<file path="src/ecgv_pkg.sv">
// shared types and constants of the eye centre gradient vote block
`timescale 1ns / 1ps
package ecgv_pkg;

   localparam int MAX_SIDE_DEFAULT       = 64;
   localparam int GRAD_FRAC_BITS_DEFAULT = 14;
   localparam int GRAD_W                 = 16;
   localparam int WEIGHT_W               = 8;
   localparam int REG_W                  = 7;
   localparam int POS_W                  = 6;
   localparam int SCORE_W                = 40;
   localparam int CSR_DATA_W             = 32;
   localparam int CSR_ADDR_W             = 3;

   localparam logic [REG_W-1:0]   SIDE_RESET = 7'd64;
   localparam logic [SCORE_W-1:0] SCORE_MAX  = {SCORE_W{1'b1}};

   typedef enum logic [0:0] {
      REG_IMAGE_COLS = 1'b0,
      REG_IMAGE_ROWS = 1'b1
   } reg_index_type;

   typedef enum logic [1:0] {
      ST_LOAD,
      ST_VOTE,
      ST_DRAIN
   } state_type;

   typedef struct packed {
      logic [WEIGHT_W-1:0]      pixel_weight;
      logic signed [GRAD_W-1:0] grad_x;
      logic signed [GRAD_W-1:0] grad_y;
   } req_type;

   typedef struct packed {
      logic [POS_W-1:0]   center_x;
      logic [POS_W-1:0]   center_y;
      logic [SCORE_W-1:0] best_score;
   } rsp_type;

   typedef struct packed {
      logic valid;
      logic last;
      logic closing;
   } vote_tag_type;

endpackage

</file>
<file path="src/ecgv_score.sv">
// per-centre saturating accumulation and first-maximum tracking
`timescale 1ns / 1ps
module ecgv_score #(
   parameter int CW = 6,
   parameter int NW = 34
) (
   input  logic                   clock,
   input  logic                   reset,
   input  logic                   clear,
   input  logic [CW-1:0]          cols_m1,
   input  ecgv_pkg::vote_tag_type vote_tag,
   input  logic [NW-1:0]          vote_q,
   output logic                   rsp_valid,
   output ecgv_pkg::rsp_type      rsp_data
);

   localparam int SUMW = ((NW > ecgv_pkg::SCORE_W) ? NW : ecgv_pkg::SCORE_W) + 1;

   logic [ecgv_pkg::SCORE_W-1:0] acc_ff, acc_in, best_ff, best_in, sum_sat;
   logic [CW-1:0] cx_ff, cx_in, cy_ff, cy_in, bx_ff, bx_in, by_ff, by_in;
   logic [SUMW-1:0] sum;
   logic valid_ff, valid_in;
   ecgv_pkg::rsp_type data_ff, data_in;

   assign sum     = SUMW'(acc_ff) + SUMW'(vote_q);
   assign sum_sat = (sum > SUMW'(ecgv_pkg::SCORE_MAX)) ? ecgv_pkg::SCORE_MAX
                                                        : sum[ecgv_pkg::SCORE_W-1:0];

   always_comb begin
      acc_in   = acc_ff;
      best_in  = best_ff;
      cx_in    = cx_ff;
      cy_in    = cy_ff;
      bx_in    = bx_ff;
      by_in    = by_ff;
      valid_in = 1'b0;
      if (clear) begin
         acc_in  = '0;
         best_in = '0;
         cx_in   = '0;
         cy_in   = '0;
         bx_in   = '0;
         by_in   = '0;
      end else if (vote_tag.valid) begin
         acc_in = sum_sat;
         if (vote_tag.last) begin
            acc_in = '0;
            if (sum_sat > best_ff) begin
               best_in = sum_sat;
               bx_in   = cx_ff;
               by_in   = cy_ff;
            end
            if (cx_ff == cols_m1) begin
               cx_in = '0;
               cy_in = cy_ff + 1'b1;
            end else begin
               cx_in = cx_ff + 1'b1;
            end
            valid_in = vote_tag.closing;
         end
      end
      data_in.center_x   = ecgv_pkg::POS_W'(bx_in);
      data_in.center_y   = ecgv_pkg::POS_W'(by_in);
      data_in.best_score = best_in;
   end

   always_ff @(posedge clock) begin
      if (reset) begin
         valid_ff <= 1'b0;
         acc_ff   <= '0;
         best_ff  <= '0;
         cx_ff    <= '0;
         cy_ff    <= '0;
         bx_ff    <= '0;
         by_ff    <= '0;
      end else begin
         valid_ff <= valid_in;
         acc_ff   <= acc_in;
         best_ff  <= best_in;
         cx_ff    <= cx_in;
         cy_ff    <= cy_in;
         bx_ff    <= bx_in;
         by_ff    <= by_in;
      end
   end

   always_ff @(posedge clock) begin
      data_ff <= data_in;
   end

   assign rsp_valid = valid_ff;
   assign rsp_data  = data_ff;

endmodule

</file>
<file path="config.mk">
export PLATFORM = sky130hd
export DESIGN_NAME = ecgv_score
export DESIGN_NICKNAME = d
export VERILOG_FILES = /design/src/ecgv_pkg.sv /design/src/ecgv_score.sv
export SDC_FILE = /design/constraint.sdc
export NUM_CORES = 1
export LEC_CHECK = 0
export CAP_MARGIN = 20
export CELL_PAD_IN_SITES_DETAIL_PLACEMENT = 1
export CELL_PAD_IN_SITES_GLOBAL_PLACEMENT = 1
export CORE_MARGIN = 5
export CORE_UTILIZATION = 45
export CTS_CLUSTER_DIAMETER = 120
export DETAILED_ROUTE_END_ITERATION = 10
export DONT_BUFFER_PORTS = 1
export GPL_TIMING_DRIVEN = 0
export PLACE_DENSITY_LB_ADDON = 0.05
export SLEW_MARGIN = 10
export SYNTH_ARGS = -nofsm -noshare
export SYNTH_HDL_FRONTEND = slang
export SYNTH_SLANG_ARGS = --single-unit
</file>
<file path="constraint.sdc">
create_clock -name clock -period 8.86 [get_ports clock]
set_input_delay 1.329 -clock clock [delete_from_list [all_inputs] [get_ports clock]]
set_output_delay 1.329 -clock clock [all_outputs]
set_load 0.02 [all_outputs]
</file>
# --- Word-level counts from Yosys, hierarchy flattened ---
# Cells that the tools add are included.
word_totals:
  inputBits: 46
  ff_bits: 157
  word_cells: 37
  out_inout_bits: 53
classes:
  n_reduce_logical: 4
  order_cmp: 2
  bitwise: 2
  mux: 15
  eq_ne: 1
  n_addsub: 3
op_table:
  columns: ["operator", "n"]
  rows:
  - ["40-bit two-way mux", 6]
  - ["6-bit two-way mux", 9]
  - ["40-bit by 34-bit adder with 41-bit output", 1]
  - ["41-bit by 40-bit > comparator with 1-bit output (second input constant)", 1]
  - ["40-bit > comparator", 1]
  - ["6-bit by 1-bit adder with 6-bit output (second input constant)", 2]
  - ["6-bit == test", 1]
  - ["4-bit OR reduction", 1]
  - ["3-bit AND reduction", 1]
  - ["1-bit NOT", 2]
  - ["2-bit AND reduction", 1]
  - ["2-bit OR reduction", 1]

# --- Logic depth before layout (Yosys ltp) ---
depth:
  depth_word: 8
  ltp_mapped: 25
  depth_no_buf: 21

# --- Worst setup path before layout ---
# Ideal clock, no wire load.
synth_timing:
  path_type: "input to register"
  start: "input vote_q[14]"
  end: "register best_ff[10] (netlist name)"
  required_ns: 8.734
  path_slack_ns: 3.258
  t_arrival_ns: 5.475
  path_buffers: 3
  path_stages: 22
  setup_ns: 0.126
  cell_sequence: "ha_1 -> clkbuf_1 -> a21oi_1 -> o21a_1 -> nor2_1 -> a2111oi_2 -> o211ai_1 -> a41oi_2 -> nor2_1 -> xnor2_1 -> nand2_1 -> ha_1 -> nand4_1 -> or3_1 -> nor4_1 -> a211o_1 -> o21a_1 -> buf_2 -> clkbuf_1 -> nor2_1 -> a21oi_1 -> nor2_1"
synth_between:
  elab_chain_cells: 8
synth_lines:
  columns: ["element", "line", "source"]
  rows:
  - ["from (decl)", "ecgv_score.sv:12", "input logic [NW-1:0] vote_q,"]
  - ["40-bit by 34-bit adder with 41-bit output *", "ecgv_score.sv:25", "assign sum = SUMW'(acc_ff) + SUMW'(vote_q);"]
  - ["41-bit by 40-bit > comparator with 1-bit output", "ecgv_score.sv:26", "assign sum_sat = (sum > SUMW'(ecgv_pkg::SCORE_MAX)) ? ecgv_pkg::SCORE_MAX"]
  - ["40-bit two-way mux *", "ecgv_score.sv:26", null]
  - ["40-bit > comparator", "ecgv_score.sv:48", "if (sum_sat > best_ff) begin"]
  - ["40-bit two-way mux *", "ecgv_score.sv:48", null]
  - ["40-bit two-way mux *", "ecgv_score.sv:46", "if (vote_tag.last) begin"]
  - ["40-bit two-way mux *", "ecgv_score.sv:44", "end else if (vote_tag.valid) begin"]
  - ["40-bit two-way mux *", "ecgv_score.sv:37", "if (clear) begin"]
  - ["to (signal assigned)", "ecgv_score.sv:79", "best_ff <= best_in;"]
  - ["to (decl)", "ecgv_score.sv:19", "logic [ecgv_pkg::SCORE_W-1:0] acc_ff, acc_in, best_ff, best_in, sum_sat;"]
# Mark *: on every way between the ends. The rest lies on a longest branch, timed or not.
# A chain may end at the register's enable or synchronous reset.

# --- Worst setup path in the final report ---
layout_timing:
  start: "input vote_q[14]"
  end: "register data_ff, in the netlist rsp_data[35]"
layout_between:
  elab_chain_cells: 8
layout_lines:
  columns: ["element", "line", "source"]
  rows:
  - ["40-bit by 34-bit adder with 41-bit output *", "ecgv_score.sv:25", null]
  - ["41-bit by 40-bit > comparator with 1-bit output", "ecgv_score.sv:26", null]
  - ["40-bit two-way mux *", "ecgv_score.sv:26", null]
  - ["40-bit > comparator", "ecgv_score.sv:48", null]
  - ["40-bit two-way mux *", "ecgv_score.sv:48", null]
  - ["40-bit two-way mux *", "ecgv_score.sv:46", null]
  - ["40-bit two-way mux *", "ecgv_score.sv:44", null]
  - ["40-bit two-way mux *", "ecgv_score.sv:37", null]
  - ["net best_in, one bit", "ecgv_score.sv:19", null]
  - ["to (signal assigned)", "ecgv_score.sv:88", "data_ff <= data_in;"]
  - ["to (decl)", "ecgv_score.sv:23", "ecgv_pkg::rsp_type data_ff, data_in;"]
# Mark *: on every way through the listed nets, which the timed path passes. The rest lies on a longest branch.

==> out/qor.yml <==
synth_area_per_cell_um2: 8.19
status: "finished clean"
cts_made_buffers: 17
drtAntennaViolNets: 0
max_freq_mhz: 149
setup_viol: 0
startpoint: "vote_q[14]"
place_hpwl_um: 20300
path_clk_slew_ns: 0.06
synthAdderAreaFrac_pct: 11.3
synth_largest_area_cell: "dfxtp_1"
max-clock-path-buffers: 2
io_buffers: 0
syn_nets: 1169
tightestPinTransition_ns: 0.814
grt_use_total_pct: 23.8
synthMuxAreaShare_pct: 2.26
netlist_top_cells_area: "dfxtp_1 37%, ha_1 11%, nor2_1 8.4%, a21oi_1 5.3%, nand2_1 3.3%"
overflow: 0
cts_hold_buf: 0
power_density_nw_per_um2: 181
regArea_um2: 3140
worst-setup-path-type: "in2reg"
first_pass_iters: 4
finalWirelength_um: 25900
io_pins: 99
slowest_delay_ns: 0.68
whs_ns: 0.492
vias_per_cell: 5.62
synth_xor_xnor_area_share_pct: 4.60
hp-start: "bx_ff[5]"
synth_seq_cells: 157
dr_total_vias: 7368
synth_compound_area_share_pct: 19.2
synth.top_cell.area_share_pct: 36.7
multi_input_area_um2: 4970
ys_seq_area_share_pct: 36.7
synth_edf_count: 0
start_util_pct: 45.8
post_cts_buffers: 0
cts_root_buf: "clkbuf_16"
placed_area_um2: 8860
antenna_found_initial: 0
synth_top_family_by_area: "simple AND/OR/NAND/NOR gates"
critPathTopFamily: "compound AO/OA/AOI/OAI gates"
min_period_over_period_pct: 75.9
cap_viol_max_count: 0
worstPathMaxFanout: 10
slew_viol_final: 0
ir_worst_vdd_v: 0.000130
insertion_delay_ns: 0.44
gp_congestion: 0.899
dieHeight_um: 148
yosys.area_share.simple_pct: 20.7
syn_inst: 1046
first_iter_violations: 368
cts_resized: 0
reg2reg_from: "acc_ff[18]"
finalHoldViolations: 0
fin_worst_skew_ns: 0.0143
rsz0062_at_grt: "no"
synth_area_um2: 8570
wl_per_cell_um: 19.8
drc: 0
ys_warn_count: 0
max_slew_margin_pct: 45.5
hp-class: "reg2reg"
period_needed_ns: 6.73
ys.flop_type: "dfxtp_1"
crit_path_frequent_cell: "nor2_1"
setup_tns_ns: 0
path_buf_inv: 4
dieArea_um2: 21900
core_um2: 18700
path_cells: "ha_1, clkbuf_1, nand2_1, o21a_1, nor2_1, a2111oi_2, o211ai_1, a41oi_2, nor2_1, mux2i_1, inv_1, ha_1, nand4_1, or3_1, nor4_1, a211o_1, o21a_1, buf_2, clkbuf_1, nor2_1, a211oi_1"
leakage_nw: 3.97
grt_pass1_wl_um: 41300
cts_sinks: 157
insertedDiodeCount: 0
cp-end-kind: "flop"
cts_tree: "built"
grt_max_degree: 17
worstPathRequired_ns: 9.18
crit_slowest_cell: "o211ai_1"
grt_pass1_vias: 7697
cp_data_arrival_time_ns: 7.04
fill_cells: 2308
nNetsFinal: 1188
htreeDepth: 4
drive_gt1_share_pct: 6.22
synth.distinct_cells: 68
fp.dieW_um: 148
async_flop_share_pct: 0
area_delta_synth_final_pct: 10.0
startpoint_type: "input port"
num_rows: 50
design_area_um2: 9430
-- cells by family after synthesis --
family,Yosys count
adder cells (fa/ha/maj),77
AND/OR/NAND/NOR,387
AO/OA/AOI/OAI,251
buffers and inverters,110
flip-flops,157
multiplexers,19
XOR/XNOR,45
-- Yosys cell counts (12+ instances only) --
cell type  count
a211oi_1      12
a21o_1        25
a21oi_1       91
a22o_1        22
buf_2         12
clkbuf_1      40
dfxtp_1      157
ha_1          76
inv_1         53
mux2i_1       16
nand2_1       76
nand3_1       14
nand4_1       22
nor2_1       192
nor2b_1       23
nor3_1        14
o21ai_0       30
xnor2_1       26
xor2_1        19
-- final timing paths --
check,to,slack [ns],cells past startpoint
worst max-delay path,rsp_data[35],2.13,21
worst min-delay path,rsp_data[51],0.49,2
worst max register to register,rsp_data[35],2.67,20
worst min register to register,rsp_data[51],0.49,2
-- per-stage QoR --
step	worst slack [ns]	power [mW]	utilization, %	cells
floorplan	3.26	0.940	-	1046
global placement	1.89	1.01	47.4	1280
detailed placement	1.83	1.01	47.4	1280
CTS	2.24	1.72	50.4	1312
global route	1.79	1.78	50.4	1312
finish	2.13	1.71	50.4	1312
-- final cells by class --
class                           count  share of cell area, %
Multi-Input combinational cell    779                   52.8
Buffer                             56                   2.63
Inverter                           54                   2.16
Tap cell                          234                   3.11
Clock buffer                       18                   4.55
Sequential cell                   157                   33.3
Clock inverter                     14                   1.43
-- flip-flops by register name, summed over array words and instances, names as in the netlist --
name and flops:
acc_ff 40, bx_ff 6, cx_ff 6, by_ff 6, rsp_valid 1, best_ff 40, rsp_data 52, cy_ff 6
-- power by group --
part / switching (mW) / internal, mW / leakage, nW
clock: 0.317 / 0.391 / 0.269
combinational: 0.164 / 0.0846 / 2.43
sequential: 0.0235 / 0.727 / 1.27
total: 0.505 / 1.20 / 3.97
-- metal layers --
layer,part of all wire [%],up-vias,GRT usage [%],wire (um)
met2,48,108,41.5,12600
met4,2.2,0,6.84,583
li1,-,3678,-,-
met3,3.3,32,4.57,846
met1,46,3550,30.1,11900
met5,0,-,0,0
-- worst min-delay path, delay by kind of cell, from the launching register on --
| kind | cells | cell delay (ns) |
|---|---|---|
| multiplexers | 1 | 0.08 |
| flip-flops | 1 | 0.30 |
| AND/OR/NAND/NOR | 1 | 0.08 |
-- layout by cell type, fill, tap and decap left out, types with 5 or more instances in the layout --
master / Yosys / routed
nor4_1: 5 / 5
a22o_1: 22 / 22
xnor2_1: 26 / 26
clkbuf_1: 40 / 41
ha_1: 76 / 76
o31ai_1: 9 / 9
o22ai_1: 6 / 6
a31oi_1: 5 / 5
a211oi_1: 12 / 12
and3_1: 7 / 7
o211ai_1: 5 / 5
nand3_1: 14 / 14
inv_1: 53 / 53
dfxtp_1: 157 / 157
nand4_1: 22 / 22
o21ai_0: 30 / 30
a211o_1: 5 / 5
nor3_1: 14 / 14
a21o_1: 25 / 25
nor2b_1: 23 / 23
buf_2: 12 / 12
a21oi_1: 91 / 91
clkbuf_16: 0 / 17
o21a_1: 8 / 8
nor2_1: 192 / 192
nand2b_1: 8 / 8
xor2_1: 19 / 19
mux2i_1: 16 / 16
nand2_1: 76 / 76
Note: power is estimated with default switching activity, not from simulation.
