`config.mk`:
```
export PLATFORM = sky130hd
export DESIGN_NAME = ecgv_cell
export DESIGN_NICKNAME = d
export VERILOG_FILES = /design/src/ecgv_pkg.sv /design/src/ecgv_cell.sv
export SDC_FILE = /design/constraint.sdc
export NUM_CORES = 1
export LEC_CHECK = 0
export ABC_AREA = 1
export CORE_UTILIZATION = 41
export DETAILED_ROUTE_END_ITERATION = 8
export DONT_BUFFER_PORTS = 1
export GPL_TIMING_DRIVEN = 0
export MAX_ROUTING_LAYER = met4
export PLACE_DENSITY = 0.64
export REMOVE_ABC_BUFFERS = 1
export SLEW_MARGIN = 20
export SYNTH_ARGS = -nofsm -noshare
export SYNTH_HDL_FRONTEND = slang
export SYNTH_SLANG_ARGS = --single-unit
export TNS_END_PERCENT = 30
```
`constraint.sdc`:
```
create_clock -name clock -period 2.5 [get_ports clock]
set_input_delay 0.25 -clock clock [delete_from_list [all_inputs] [get_ports clock]]
set_output_delay 0.25 -clock clock [all_outputs]
set_load 0.1 [all_outputs]
```
`src/ecgv_pkg.sv`:
```
// shared types and constants of the eye centre gradient vote block
`timescale 1ns / 1ps
package ecgv_pkg;

   localparam int MAX_SIDE_DEFAULT       = 64;
   localparam int GRAD_FRAC_BITS_DEFAULT = 14;
   localparam int GRAD_W                 = 16;
   localparam int WEIGHT_W               = 8;
   localparam int REG_W                  = 7;
   localparam int POS_W                  = 6;
   localparam int SCORE_W                = 40;
   localparam int CSR_DATA_W             = 32;
   localparam int CSR_ADDR_W             = 3;

   localparam logic [REG_W-1:0]   SIDE_RESET = 7'd64;
   localparam logic [SCORE_W-1:0] SCORE_MAX  = {SCORE_W{1'b1}};

   typedef enum logic [0:0] {
      REG_IMAGE_COLS = 1'b0,
      REG_IMAGE_ROWS = 1'b1
   } reg_index_type;

   typedef enum logic [1:0] {
      ST_LOAD,
      ST_VOTE,
      ST_DRAIN
   } state_type;

   typedef struct packed {
      logic [WEIGHT_W-1:0]      pixel_weight;
      logic signed [GRAD_W-1:0] grad_x;
      logic signed [GRAD_W-1:0] grad_y;
   } req_type;

   typedef struct packed {
      logic [POS_W-1:0]   center_x;
      logic [POS_W-1:0]   center_y;
      logic [SCORE_W-1:0] best_score;
   } rsp_type;

   typedef struct packed {
      logic valid;
      logic last;
      logic closing;
   } vote_tag_type;

endpackage

```
`src/ecgv_cell.sv`:
```
// one restoring-division cell: one quotient bit per cell, registered to the next
`timescale 1ns / 1ps
module ecgv_cell #(
   parameter int NW = 34,
   parameter int DW = 13
) (
   input  logic                 clock,
   input  logic                 reset,
   input  ecgv_pkg::vote_tag_type tag_in,
   input  logic [DW-1:0]        rem_in,
   input  logic [NW-1:0]        num_in,
   input  logic [NW-1:0]        quo_in,
   input  logic [DW-1:0]        div_in,
   output ecgv_pkg::vote_tag_type tag_out,
   output logic [DW-1:0]        rem_out,
   output logic [NW-1:0]        num_out,
   output logic [NW-1:0]        quo_out,
   output logic [DW-1:0]        div_out
);

   ecgv_pkg::vote_tag_type tag_ff;
   logic [DW-1:0] rem_ff, rem_in_next;
   logic [NW-1:0] num_ff, quo_ff;
   logic [DW-1:0] div_ff;
   logic [DW:0]   trial;
   logic          fits;

   assign trial       = {rem_in, num_in[NW-1]};
   assign fits        = trial >= {1'b0, div_in};
   assign rem_in_next = fits ? DW'(trial - {1'b0, div_in}) : DW'(trial);

   always_ff @(posedge clock) begin
      if (reset) begin
         tag_ff <= '0;
      end else begin
         tag_ff <= tag_in;
      end
   end

   always_ff @(posedge clock) begin
      rem_ff <= rem_in_next;
      num_ff <= {num_in[NW-2:0], 1'b0};
      quo_ff <= {quo_in[NW-2:0], fits};
      div_ff <= div_in;
   end

   assign tag_out = tag_ff;
   assign rem_out = rem_ff;
   assign num_out = num_ff;
   assign quo_out = quo_ff;
   assign div_out = div_ff;

endmodule

```
# ---- After elaboration in Yosys (flattened, before gate mapping)
# Index checks and enable logic that the tools add are counted.
dict set report totals {
  wordCells 10
  ff_bits 96
}
dict set report op_classes {
  order_cmp 1
  n_mux 1
  add_sub_neg 1
}
# operator n
set op_table {}
lappend op_table {{$ge A14 B13 Y1} 1}
lappend op_table {{$mux W13} 1}
lappend op_table {{$sub A13 B13 Y13} 1}

# ---- Logic depth before layout (Yosys ltp)
# Gate-level depths: netlist of the first run.
dict set report logic_depth {
  ltp_word 2
  mapped_depth 13
}

# ---- Worst setup path after synthesis of the first run
# Ideal clock, no wire load.
dict set report synth_timing {
  path_type {input-to-reg}
  start {in num_in[33]}
  end {reg rem_ff[1] (netlist: rem_out[1])}
  setup_slack_ns 0.640
  cell_stages 13
  arrival_ns 1.747
  path_buffers 1
  path_cell_list {inv_1 > ha_1 > clkinv_1 > fa_1 > nand2_1 > nand2_1 > nand3_1 > nand2_1 > nand2_4 > nand3_4 > buf_8 > nand2_2 > o21ai_2}
}
dict set report synth_via {
  elab_chain_len 2
  word_cells_on_any_way 3
  classes_between {1 x add/sub; 1 x order compare; 1 x mux}
}
# element line
set synth_rtl {}
lappend synth_rtl {{start, declared} ecgv_cell.sv:11} ;# input logic [NW-1:0] num_in,
lappend synth_rtl {{$sub A13 B13 Y13 / $ge A14 B13 Y1 (equally long branches)} {ecgv_cell.sv:30, ecgv_cell.sv:29}}
lappend synth_rtl {{$mux W13 (*)} ecgv_cell.sv:30} ;# assign rem_in_next = fits ? DW'(trial - {1'b0, div_in}) : DW'(trial);
lappend synth_rtl {{net rem_in_next[1]} ecgv_cell.sv:22} ;# logic [DW-1:0] rem_ff, rem_in_next;
lappend synth_rtl {{end signal, assigned} ecgv_cell.sv:41} ;# rem_ff <= rem_in_next;
lappend synth_rtl {{end, declared} ecgv_cell.sv:22}
# Mark *: on every way through the listed nets, which the timed path passes. The rest lies on a longest branch.
# A chain may end at the register's enable or synchronous reset.

# ---- Worst setup path after layout of the first run
dict set report layout_timing {
  start {in num_in[33]}
  end {reg rem_ff[7] (netlist: rem_out[7])}
}
# The elaborated chain is that of the path after synthesis.

==> results of run 1 <==
-- worst max-delay path, cell delays in order --
cell and delay [ns]:
sky130_fd_sc_hd__inv_1 0.07, sky130_fd_sc_hd__ha_1 0.17, sky130_fd_sc_hd__clkinv_1 0.13, sky130_fd_sc_hd__fa_1 0.45, sky130_fd_sc_hd__nand2_1 0.11, sky130_fd_sc_hd__nand2_1 0.08
sky130_fd_sc_hd__nand3_1 0.07, sky130_fd_sc_hd__nand2_1 0.13, sky130_fd_sc_hd__nand2_4 0.14, sky130_fd_sc_hd__nand3_4 0.31, sky130_fd_sc_hd__nand2_1 0.20, sky130_fd_sc_hd__o21ai_2 0.07
-- what timing repair did --
item,in CTS,in global routing
setup buffers,0,0
hold buffers,83,0
gates resized for setup,0,0
endpoints found under the hold margin,82,0
-- Yosys cell counts, types with 2 or more instances --
cell type                 instances  area, sq um
sky130_fd_sc_hd__nor2_4           2         22.5
sky130_fd_sc_hd__ha_1            13          163
sky130_fd_sc_hd__nand3_1         11         55.1
sky130_fd_sc_hd__a21oi_1          5         25.0
sky130_fd_sc_hd__o21ai_2          8         70.1
sky130_fd_sc_hd__nand3_2          4         40.0
sky130_fd_sc_hd__nand2_1         71          267
sky130_fd_sc_hd__nand4_1         11         68.8
sky130_fd_sc_hd__nor2_1          13         48.8
sky130_fd_sc_hd__dfxtp_1         96         1920
sky130_fd_sc_hd__inv_2            7         26.3
sky130_fd_sc_hd__inv_1           52          195
sky130_fd_sc_hd__nand2_2          9         56.3
sky130_fd_sc_hd__nand3_4          2         35.0
sky130_fd_sc_hd__buf_4            2         15.0
sky130_fd_sc_hd__xor2_1           5         43.8
-- how the worst min path moves through the flow --
stage                    start          end  depth (start not counted)
floorplan            div_in[0]   div_out[0]                          0
global placement     quo_in[9]  quo_out[10]                          0
detailed placement  quo_in[25]  quo_out[26]                          0
CTS                  rem_in[7]   rem_out[8]                          2
global route         rem_in[3]   rem_out[4]                          2
finish               rem_in[1]   rem_out[2]                          2
-- stage by stage --
stage / total power, W / cells
floorplan: 0.00277 / 316
global placement: 0.00283 / 415
detailed placement: 0.00283 / 415
CTS: 0.00390 / 514
global route: 0.00403 / 514
finish: 0.00388 / 514
-- report_power, final --
part / internal, W / switching, W
Sequential: 0.00164 / 0.000870
Combinational: 0.000189 / 0.000205
Clock: 0.000414 / 0.000559
-- per-layer routing --
layer	wire length, um	vias up	share of wire	global-route usage
li1	-	1149	-	-
met1	2840	1010	0.36	0.186
met2	4230	101	0.54	0.376
met3	557	21	0.071	0.0761
met4	203	0	0.026	0.0792
met5	0	-	0	-
-- cell type report --
type,instances,area share
Inverter,60,0.0529
Tap cell,99,0.0291
Clock inverter,6,0.0135
Multi-Input combinational cell,160,0.225
Sequential cell,96,0.451
Timing Repair Buffer,83,0.195
Clock buffer,10,0.0323
-- state kept, by name (all words and copies together), names as in the netlist --
name     cells
num_out     33
quo_out     34
tag_out      3
rem_out     13
div_out     13
-- cells by family after synthesis --
| group | count (synthesis) |
|---|---|
| buffers and inverters | 64 |
| other | 1 |
| adder cells (fa/ha/maj) | 14 |
| flip-flops | 96 |
| XOR/XNOR | 5 |
| AO/OA/AOI/OAI | 14 |
| AND/OR/NAND/NOR | 126 |
==> results.sh, run 1 <==
export IMPL_core_sq_um=7330
export IMPL_worstMarginPinSlew_ns=0.994
export IMPL_tritoncts="yes"
export IMPL_postSynth_asyncResetShare=0
export IMPL_power_leakage_nw=2.05
export IMPL_synth_seq_area_share=0.609
export IMPL_synth_mux_area_frac=0
export IMPL_start_util=0.431
export IMPL_multiInputGateArea_sq_um=960
export IMPL_synth_seq_cells=96
export IMPL_critical_path_max_fanout=22
export IMPL_max_slew_violation_count=0
export IMPL_mappedNetlistArea_sq_um=3160
export IMPL_place_area_sq_um=3230
export IMPL_crit_path_start_kind="input port"
export IMPL_endpoint="rem_out[7]"
export IMPL_grt_start_max_net_pins=23
export IMPL_fp_dieW_um=89.7
export IMPL_synth_avg_cell_area_sq_um=9.86
export IMPL_insertedDiodeCount=0
export IMPL_detail_route_vias_per_cell=4.44
export IMPL_portion_of_the_clock_cycle_consumed_by_the_worst_path_in_the_final_layout=0.783
export IMPL_nets=523
export IMPL_status="complete, no violations"
export IMPL_antenna_violations_before_repair=0
export IMPL_cts_htree_levels=3
export IMPL_postLayoutSetupSlackWorst_ns=0.542
export IMPL_mostFrequentLayoutCell="sky130_fd_sc_hd__dfxtp_1"
export IMPL_number_of_fillers_in_the_final_layout=603
export IMPL_final_core_util=0.581
export IMPL_first_iter_violations=53
export IMPL_drt_total_wl_um=7820
export IMPL_synth_xor_xnor_area_share=0.0139
export IMPL_clockRootBuffer="sky130_fd_sc_hd__clkbuf_8"
export IMPL_seq_area_sq_um=1920
export IMPL_setup_ws_pre_cts_ns=0.163
export IMPL_tns_ns=0
export IMPL_dp_final_hpwl_um=5260
export IMPL_drive_above_1_share=0.125
export IMPL_yosysWarningCount=0
export IMPL_grt_pass1_vias=2356
export IMPL_finalWeightedCongestion=0.882
export IMPL_worstSetupPathType="in -> reg"
export IMPL_dieHeight_um=89.7
export IMPL_unrepaired_setup_endpoints_after_global_routing="no"
export IMPL_timing_limited_maximum_frequency_mhz=511
export IMPL_synthAdderAreaFrac=0.0579
export IMPL_vias=2281
export IMPL_finalSetupViolCount=0
export IMPL_clk_pin_slew_worst_paths_ns=0.09
export IMPL_antenna_violating_nets_post_route=0
export IMPL_startpoint="num_in[33]"
export IMPL_yosysUniqueCellTypes=25
export IMPL_clk_path_buf_depth=2
export IMPL_synth_simple_gate_area_share=0.196
export IMPL_final_cell_mix="sky130_fd_sc_hd__dfxtp_1 (96), sky130_fd_sc_hd__dlygate4sd3_1 (83), sky130_fd_sc_hd__nand2_1 (71), sky130_fd_sc_hd__inv_1 (52)"
export IMPL_overflow=0
export IMPL_grt_first_pass_wirelength_um=12100
export IMPL_dominant_combinational_cell_family_by_area_after_synthesis="simple AND/OR/NAND/NOR gates"
export IMPL_top_level_ports=196
export IMPL_hold_slack_ns=0.0349
export IMPL_gr_usage_all_layers=0.203
export IMPL_vdd_ir_drop_max_v=0.000338
export IMPL_critical_path_arrival_ns=2.19
export IMPL_synthCells=320
export IMPL_cts_num_sinks=96
export IMPL_number_of_max_capacitance_violations_reported=0
export IMPL_fp_dieArea_sq_um=8050
export IMPL_finalHoldViolations=0
export IMPL_synth_flop_cell="sky130_fd_sc_hd__dfxtp_1"
export IMPL_wl_per_cell_um=15.2
export IMPL_placement_rows=31
export IMPL_input_output_buffers=0
export IMPL_final_period_minus_worst_setup_slack_ns=1.96
export IMPL_drc_errors=0
export IMPL_worst_setup_path_end_kind="register"
export IMPL_synth_enable_flop_cells=0
export IMPL_critPathRequiredTime_ns=2.73
export IMPL_power_density_over_the_cells_nw_per_um2=911
export IMPL_area_delta_synth_final_pct=34.8
export IMPL_drtPass1Iterations=4
export IMPL_synth_compound_gate_area_share=0.0353
export IMPL_worstHoldPathType="in -> reg"
export IMPL_layout_cell_area_non_filler_sq_um=4260
export IMPL_cts_buffers_inserted=9
export IMPL_slew_limit_headroom=0.336
Note: power is estimated with default switching activity, not from simulation.
==> run 2: changes to the inputs <==
Clock period 2.5 ns to 1.9 ns, I/O delays scaled along.
==> run 2 against run 1 <==
Sequential share of layout area is 1.4 points lower; final area is 3.2% higher; sequential power is 31% higher; critical path type unchanged.
==> results.sh, run 2 (synthesis gave the netlist of run 1 again) <==
export IMPL_grt_first_pass_wirelength_um=12600
export IMPL_portion_of_the_clock_cycle_consumed_by_the_worst_path_in_the_final_layout=0.909
export IMPL_timing_critical_path_slowest_cell_delay_ns=0.45
export IMPL_critical_path_max_fanout=11
export IMPL_grt_pass1_vias=2459
export IMPL_final_core_util=0.599
export IMPL_cts_num_sinks=96
export IMPL_grt_met3_use=0.0753
export IMPL_wl_per_cell_um=15.4
export IMPL_vias=2355
export IMPL_unrepaired_setup_endpoints_after_global_routing="no"
export IMPL_finalWeightedCongestion=0.882
export IMPL_cp_cell_sequence="inv_1 > ha_1 > clkinv_1 > fa_1 > nand2_1 > nand2_1 > nand3_1 > nand2_1 > nand2_4 > nand3_4 > nand2_1 > o21ai_2"
export IMPL_flip_flop_count_of_the_largest_register_after_layout=34
export IMPL_worstSetupPathType="in -> reg"
export IMPL_clk_pin_slew_worst_paths_ns=0.09
export IMPL_dieHeight_um=89.7
export IMPL_cts_buffers_inserted=9
export IMPL_antenna_violating_nets_post_route=0
export IMPL_drt_total_wl_um=8120
export IMPL_start_util=0.431
export IMPL_top_level_ports=196
export IMPL_startpoint="num_in[33]"
export IMPL_worst_setup_path_end_kind="register"
export IMPL_postLayoutSetupSlackWorst_ns=0.174
export IMPL_crit_path_start_kind="input port"
export IMPL_grt_start_max_net_pins=19
export IMPL_tritoncts="yes"
export IMPL_fp_dieArea_sq_um=8050
export IMPL_cts_repair_timing_setup_buffer_count=0
export IMPL_insertedDiodeCount=0
export IMPL_met2_usage=0.390
export IMPL_fp_dieW_um=89.7
export IMPL_cpMostUsedCell="sky130_fd_sc_hd__nand2_1"
export IMPL_max_slew_violation_count=0
export IMPL_placement_rows=31
export IMPL_core_sq_um=7330
export IMPL_status="complete, no violations"
export IMPL_vdd_ir_drop_max_v=0.000439
export IMPL_worstMarginPinSlew_ns=0.994
export IMPL_power_density_over_the_cells_nw_per_um2=1170
export IMPL_power_leakage_nw=2.10
export IMPL_mostFrequentLayoutCell="sky130_fd_sc_hd__dfxtp_1"
export IMPL_drc_errors=0
export IMPL_setup_ws_pre_cts_ns=-0.377
export IMPL_overflow=0
export IMPL_critical_path_arrival_ns=1.97
export IMPL_slew_limit_headroom=0.336
export IMPL_first_iter_violations=48
export IMPL_critPathRequiredTime_ns=2.14
export IMPL_finalHoldViolations=0
export IMPL_timing_limited_maximum_frequency_mhz=579
export IMPL_critical_path_slowest_cell="sky130_fd_sc_hd__fa_1"
export IMPL_area_delta_synth_final_pct=39.2
export IMPL_number_of_max_capacitance_violations_reported=0
export IMPL_cts_htree_levels=3
export IMPL_clk_path_buf_depth=2
export IMPL_antenna_violations_before_repair=0
export IMPL_endpoint="rem_out[7]"
export IMPL_clockRootBuffer="sky130_fd_sc_hd__clkbuf_8"
export IMPL_total_power_w=0.00513
export IMPL_final_period_minus_worst_setup_slack_ns=1.73
export IMPL_drive_above_1_share=0.124
export IMPL_dp_final_hpwl_um=5260
export IMPL_drtPass1Iterations=4
export IMPL_grt_use_met1=0.194
export IMPL_input_output_buffers=0
export IMPL_globalRoute_busiestLayer="met2"
export IMPL_gr_usage_all_layers=0.210
export IMPL_finalSetupViolCount=0
export IMPL_worstHoldPathType="in -> reg"
export IMPL_nets=536
export IMPL_final_cell_mix="sky130_fd_sc_hd__dfxtp_1 (96), sky130_fd_sc_hd__dlygate4sd3_1 (95), sky130_fd_sc_hd__nand2_1 (71), sky130_fd_sc_hd__inv_1 (52)"
export IMPL_detail_route_vias_per_cell=4.47
[run 2: cell count changes in the layout (fill, tap and decap cells not counted)]
cell / delta
sky130_fd_sc_hd__dlygate4sd3_1: +12
sky130_fd_sc_hd__nand3_4: +1
[run 2: cell type report]
cell class              count  area (sq um)
clock buffers              10           138
clock inverters             6          57.6
fillers                   587          2940
inverters                  60           225
multi-input cells         161           977
flip-flops and latches     96          1920
well taps                  99           124
repair buffers             95           951
[run 2: layer usage]
layer / wire length (um) / share of wire
met1: 2910 / 0.36
met2: 4370 / 0.54
met3: 581 / 0.072
met4: 248 / 0.031
met5: 0 / 0
[run 2: stage by stage]
step                instance area (sq um)  instances  hold WS [ns]  TNS [ns]
global route                         4390        527        0.0264         0
finish                               4390        527        0.0420         0
floorplan                            3110        316         0.218   -0.0105
global placement                     3230        415         0.218     -4.07
CTS                                  4390        527        0.0208         0
detailed placement                   3230        415         0.218     -4.56
[run 2: worst min-delay path by stage]
stage                     cells past startpoint     endpoint       start
final                                         2   rem_out[5]   rem_in[4]
after global routing                          2   rem_out[5]   rem_in[4]
after CTS                                     2   rem_out[5]   rem_in[4]
after detailed placement                      0  quo_out[26]  quo_in[25]
after global placement                        0  quo_out[10]   quo_in[9]
after floorplan                               0   div_out[0]   div_in[0]
[run 2: what timing repair did]
item                       4_1_cts  5_1_grt
gates resized for setup          0        1
pin swaps                        0        0
hold endpoints to repair        94        0
gates cloned                     1        0
hold buffers                    95        0
setup endpoints to repair        1       10
[run 2: report_power, final]
part           switching [W]  internal (W)
registers            0.00115       0.00216
clock network       0.000732      0.000544
logic               0.000279      0.000267
total                0.00216       0.00297
[run 2: worst max-delay path, delay by kind of cell]
kind                     cells  cell delay [ns]
AO/OA/AOI/OAI                1             0.06
AND/OR/NAND/NOR              7             0.92
buffers and inverters        2             0.18
adder cells (fa/ha/maj)      2             0.61
==> run 3: changes to the inputs <==
Settings changed: MAX_ROUTING_LAYER met4 to default.
==> run 3 against run 2 <==
Core utilization down 0.10 points; sequential power about the same; worst hold slack worse by 0.0060 ns; worst setup slack worse by 0.037 ns; clock power about the same; critical path type unchanged; maximum frequency down 2.1%; non-clock buffer count unchanged; combinational power about the same; global-route usage down 0.88 points; clock-buffer cell count unchanged; die area unchanged; sequential cell count unchanged.
==> results.sh, run 3 (synthesis gave the netlist of run 1 again) <==
export IMPL_status="complete, no violations"
export IMPL_share_clk_of_total_power=0.246
export IMPL_detail_route_vias_per_cell=4.49
export IMPL_finalSetupViolCount=0
export IMPL_final_period_minus_worst_setup_slack_ns=1.76
export IMPL_worst_setup_path_end_kind="register"
export IMPL_timing_critical_path_slowest_cell_delay_ns=0.46
export IMPL_tritoncts="yes"
export IMPL_final_cell_mix="sky130_fd_sc_hd__dfxtp_1 (96), sky130_fd_sc_hd__dlygate4sd3_1 (95), sky130_fd_sc_hd__nand2_1 (71), sky130_fd_sc_hd__inv_1 (52)"
export IMPL_worstMarginPinSlew_ns=1.00
export IMPL_core_sq_um=7330
export IMPL_cpMostUsedCell="sky130_fd_sc_hd__nand2_1"
export IMPL_cts_num_sinks=96
export IMPL_worstHoldPathType="in -> reg"
export IMPL_crit_path_start_kind="input port"
export IMPL_vias=2367
export IMPL_fin_cells=527
export IMPL_gr_usage_all_layers=0.202
export IMPL_drtPass1Iterations=4
export IMPL_seq_area_sq_um=1920
export IMPL_power_switching_w=0.00217
export IMPL_flip_flop_count_of_the_largest_register_after_layout=34
export IMPL_worstSetupPathType="in -> reg"
export IMPL_mostFrequentLayoutCell="sky130_fd_sc_hd__dfxtp_1"
export IMPL_fp_dieArea_sq_um=8050
export IMPL_cts_repair_timing_setup_buffer_count=0
export IMPL_placement_rows=31
export IMPL_antenna_violating_nets_post_route=0
export IMPL_vdd_ir_drop_max_v=0.000453
export IMPL_worstHoldPathCells=2
export IMPL_overflow=0
export IMPL_start_util=0.431
export IMPL_clk_pin_slew_worst_paths_ns=0.09
export IMPL_comb_power_share=0.107
export IMPL_wl_per_cell_um=15.6
export IMPL_place_inst=415
export IMPL_top_level_ports=196
export IMPL_multiInputGateArea_sq_um=977
export IMPL_power_share_switching=0.424
export IMPL_dieHeight_um=89.7
export IMPL_drive_above_1_share=0.121
export IMPL_grt_start_max_net_pins=23
export IMPL_clk_path_buf_depth=2
export IMPL_cp_cell_sequence="inv_1 > ha_1 > clkinv_1 > fa_1 > nand2_1 > nand2_1 > nand3_1 > nand2_1 > nand2_4 > nand3_4 > nand2_1 > o21ai_2"
export IMPL_power_sequential_fraction=0.647
export IMPL_slew_limit_headroom=0.330
export IMPL_clockRootBuffer="sky130_fd_sc_hd__clkbuf_8"
export IMPL_first_iter_violations=43
export IMPL_input_output_buffers=0
export IMPL_worst_hold_start="rem_in[4]"
export IMPL_finalWeightedCongestion=0.880
export IMPL_antenna_violations_before_repair=0
export IMPL_cts_buffers_inserted=9
export IMPL_unrepaired_setup_endpoints_after_global_routing="no"
export IMPL_fp_dieW_um=89.7
export IMPL_grt_pass1_vias=2439
export IMPL_timing_limited_maximum_frequency_mhz=567
export IMPL_grt_first_pass_wirelength_um=12400
export IMPL_critical_path_arrival_ns=2.01
export IMPL_final_core_util=0.598
export IMPL_dp_final_hpwl_um=5240
export IMPL_tns_ns=0
export IMPL_total_power_w=0.00510
export IMPL_critPathRequiredTime_ns=2.15
export IMPL_critical_path_slowest_cell="sky130_fd_sc_hd__fa_1"
export IMPL_number_of_max_capacitance_violations_reported=0
export IMPL_max_slew_violation_count=0
export IMPL_portion_of_the_clock_cycle_consumed_by_the_worst_path_in_the_final_layout=0.928
export IMPL_area_delta_synth_final_pct=39.0
export IMPL_hold_endpoint="rem_out[5]"
export IMPL_power_density_over_the_cells_nw_per_um2=1160
export IMPL_finalHoldViolations=0
export IMPL_power_leakage_nw=2.10
export IMPL_critical_path_max_fanout=11
export IMPL_cts_htree_levels=3
export IMPL_number_of_fillers_in_the_final_layout=606
export IMPL_p_int_w=0.00294
export IMPL_insertedDiodeCount=0
export IMPL_drt_total_wl_um=8200
export IMPL_nets=536
export IMPL_drc_errors=0
[run 3: metal layers]
layer | vias up | wire (um) | track usage
li1 | 1179 | - | -
met1 | 1083 | 3060 | 0.193
met2 | 96 | 4520 | 0.398
met3 | 9 | 514 | 0.0618
met4 | 0 | 100 | 0.0724
met5 | - | 0 | 0
[run 3: final cells by class]
type,count,share of cell area
clock buffers,10,0.0291
multi-input cells,161,0.223
repair buffers,95,0.217
flip-flops and latches,96,0.438
inverters,60,0.0513
clock inverters,6,0.0137
well taps,99,0.0282
[run 3: power by group through the flow]
stage	clock network, W	logic (W)	registers [W]
2_1_floorplan	0	0.000317	0.00332
3_3_place_gp	0	0.000372	0.00335
3_5_place_dp	0	0.000379	0.00335
4_1_cts	0.00129	0.000538	0.00330
5_1_grt	0.00137	0.000611	0.00331
6_report	0.00126	0.000545	0.00330
[run 3: critical path, delay by kind of cell]
kind                     cells  cell delay, ns
AO/OA/AOI/OAI                1            0.06
adder cells (fa/ha/maj)      2            0.62
AND/OR/NAND/NOR              7            0.92
buffers and inverters        2            0.19
[run 3: what timing repair did]
| item | 4_1_cts | 5_1_grt |
|---|---|---|
| hold buffers | 95 | 0 |
| endpoints found under the hold margin | 94 | 0 |
| setup endpoints to repair | 0 | 13 |
| resized for setup | 0 | 1 |
[run 3: worst max-delay path by stage]
stage / from / to / slack, ns / cells after the start
5_1_grt: num_in[33] / rem_out[7] / 0.07 / 12
6_report: num_in[33] / rem_out[7] / 0.14 / 12
4_1_cts: num_in[33] / rem_out[7] / 0.03 / 12
3_3_place_gp: num_in[33] / rem_out[7] / -0.33 / 12
3_5_place_dp: num_in[33] / rem_out[7] / -0.39 / 12
2_1_floorplan: num_in[33] / rem_out[7] / -0.01 / 12
[run 3: per-stage QoR]
| step | hold slack, ns | area, sq um | worst slack [ns] |
|---|---|---|---|
| floorplan | 0.218 | 3110 | -0.0105 |
| global placement | 0.218 | 3230 | -0.328 |
| detailed placement | 0.218 | 3230 | -0.390 |
| CTS | 0.0124 | 4370 | 0.0328 |
| global route | 0.0362 | 4390 | 0.0701 |
| finish | 0.0360 | 4390 | 0.137 |
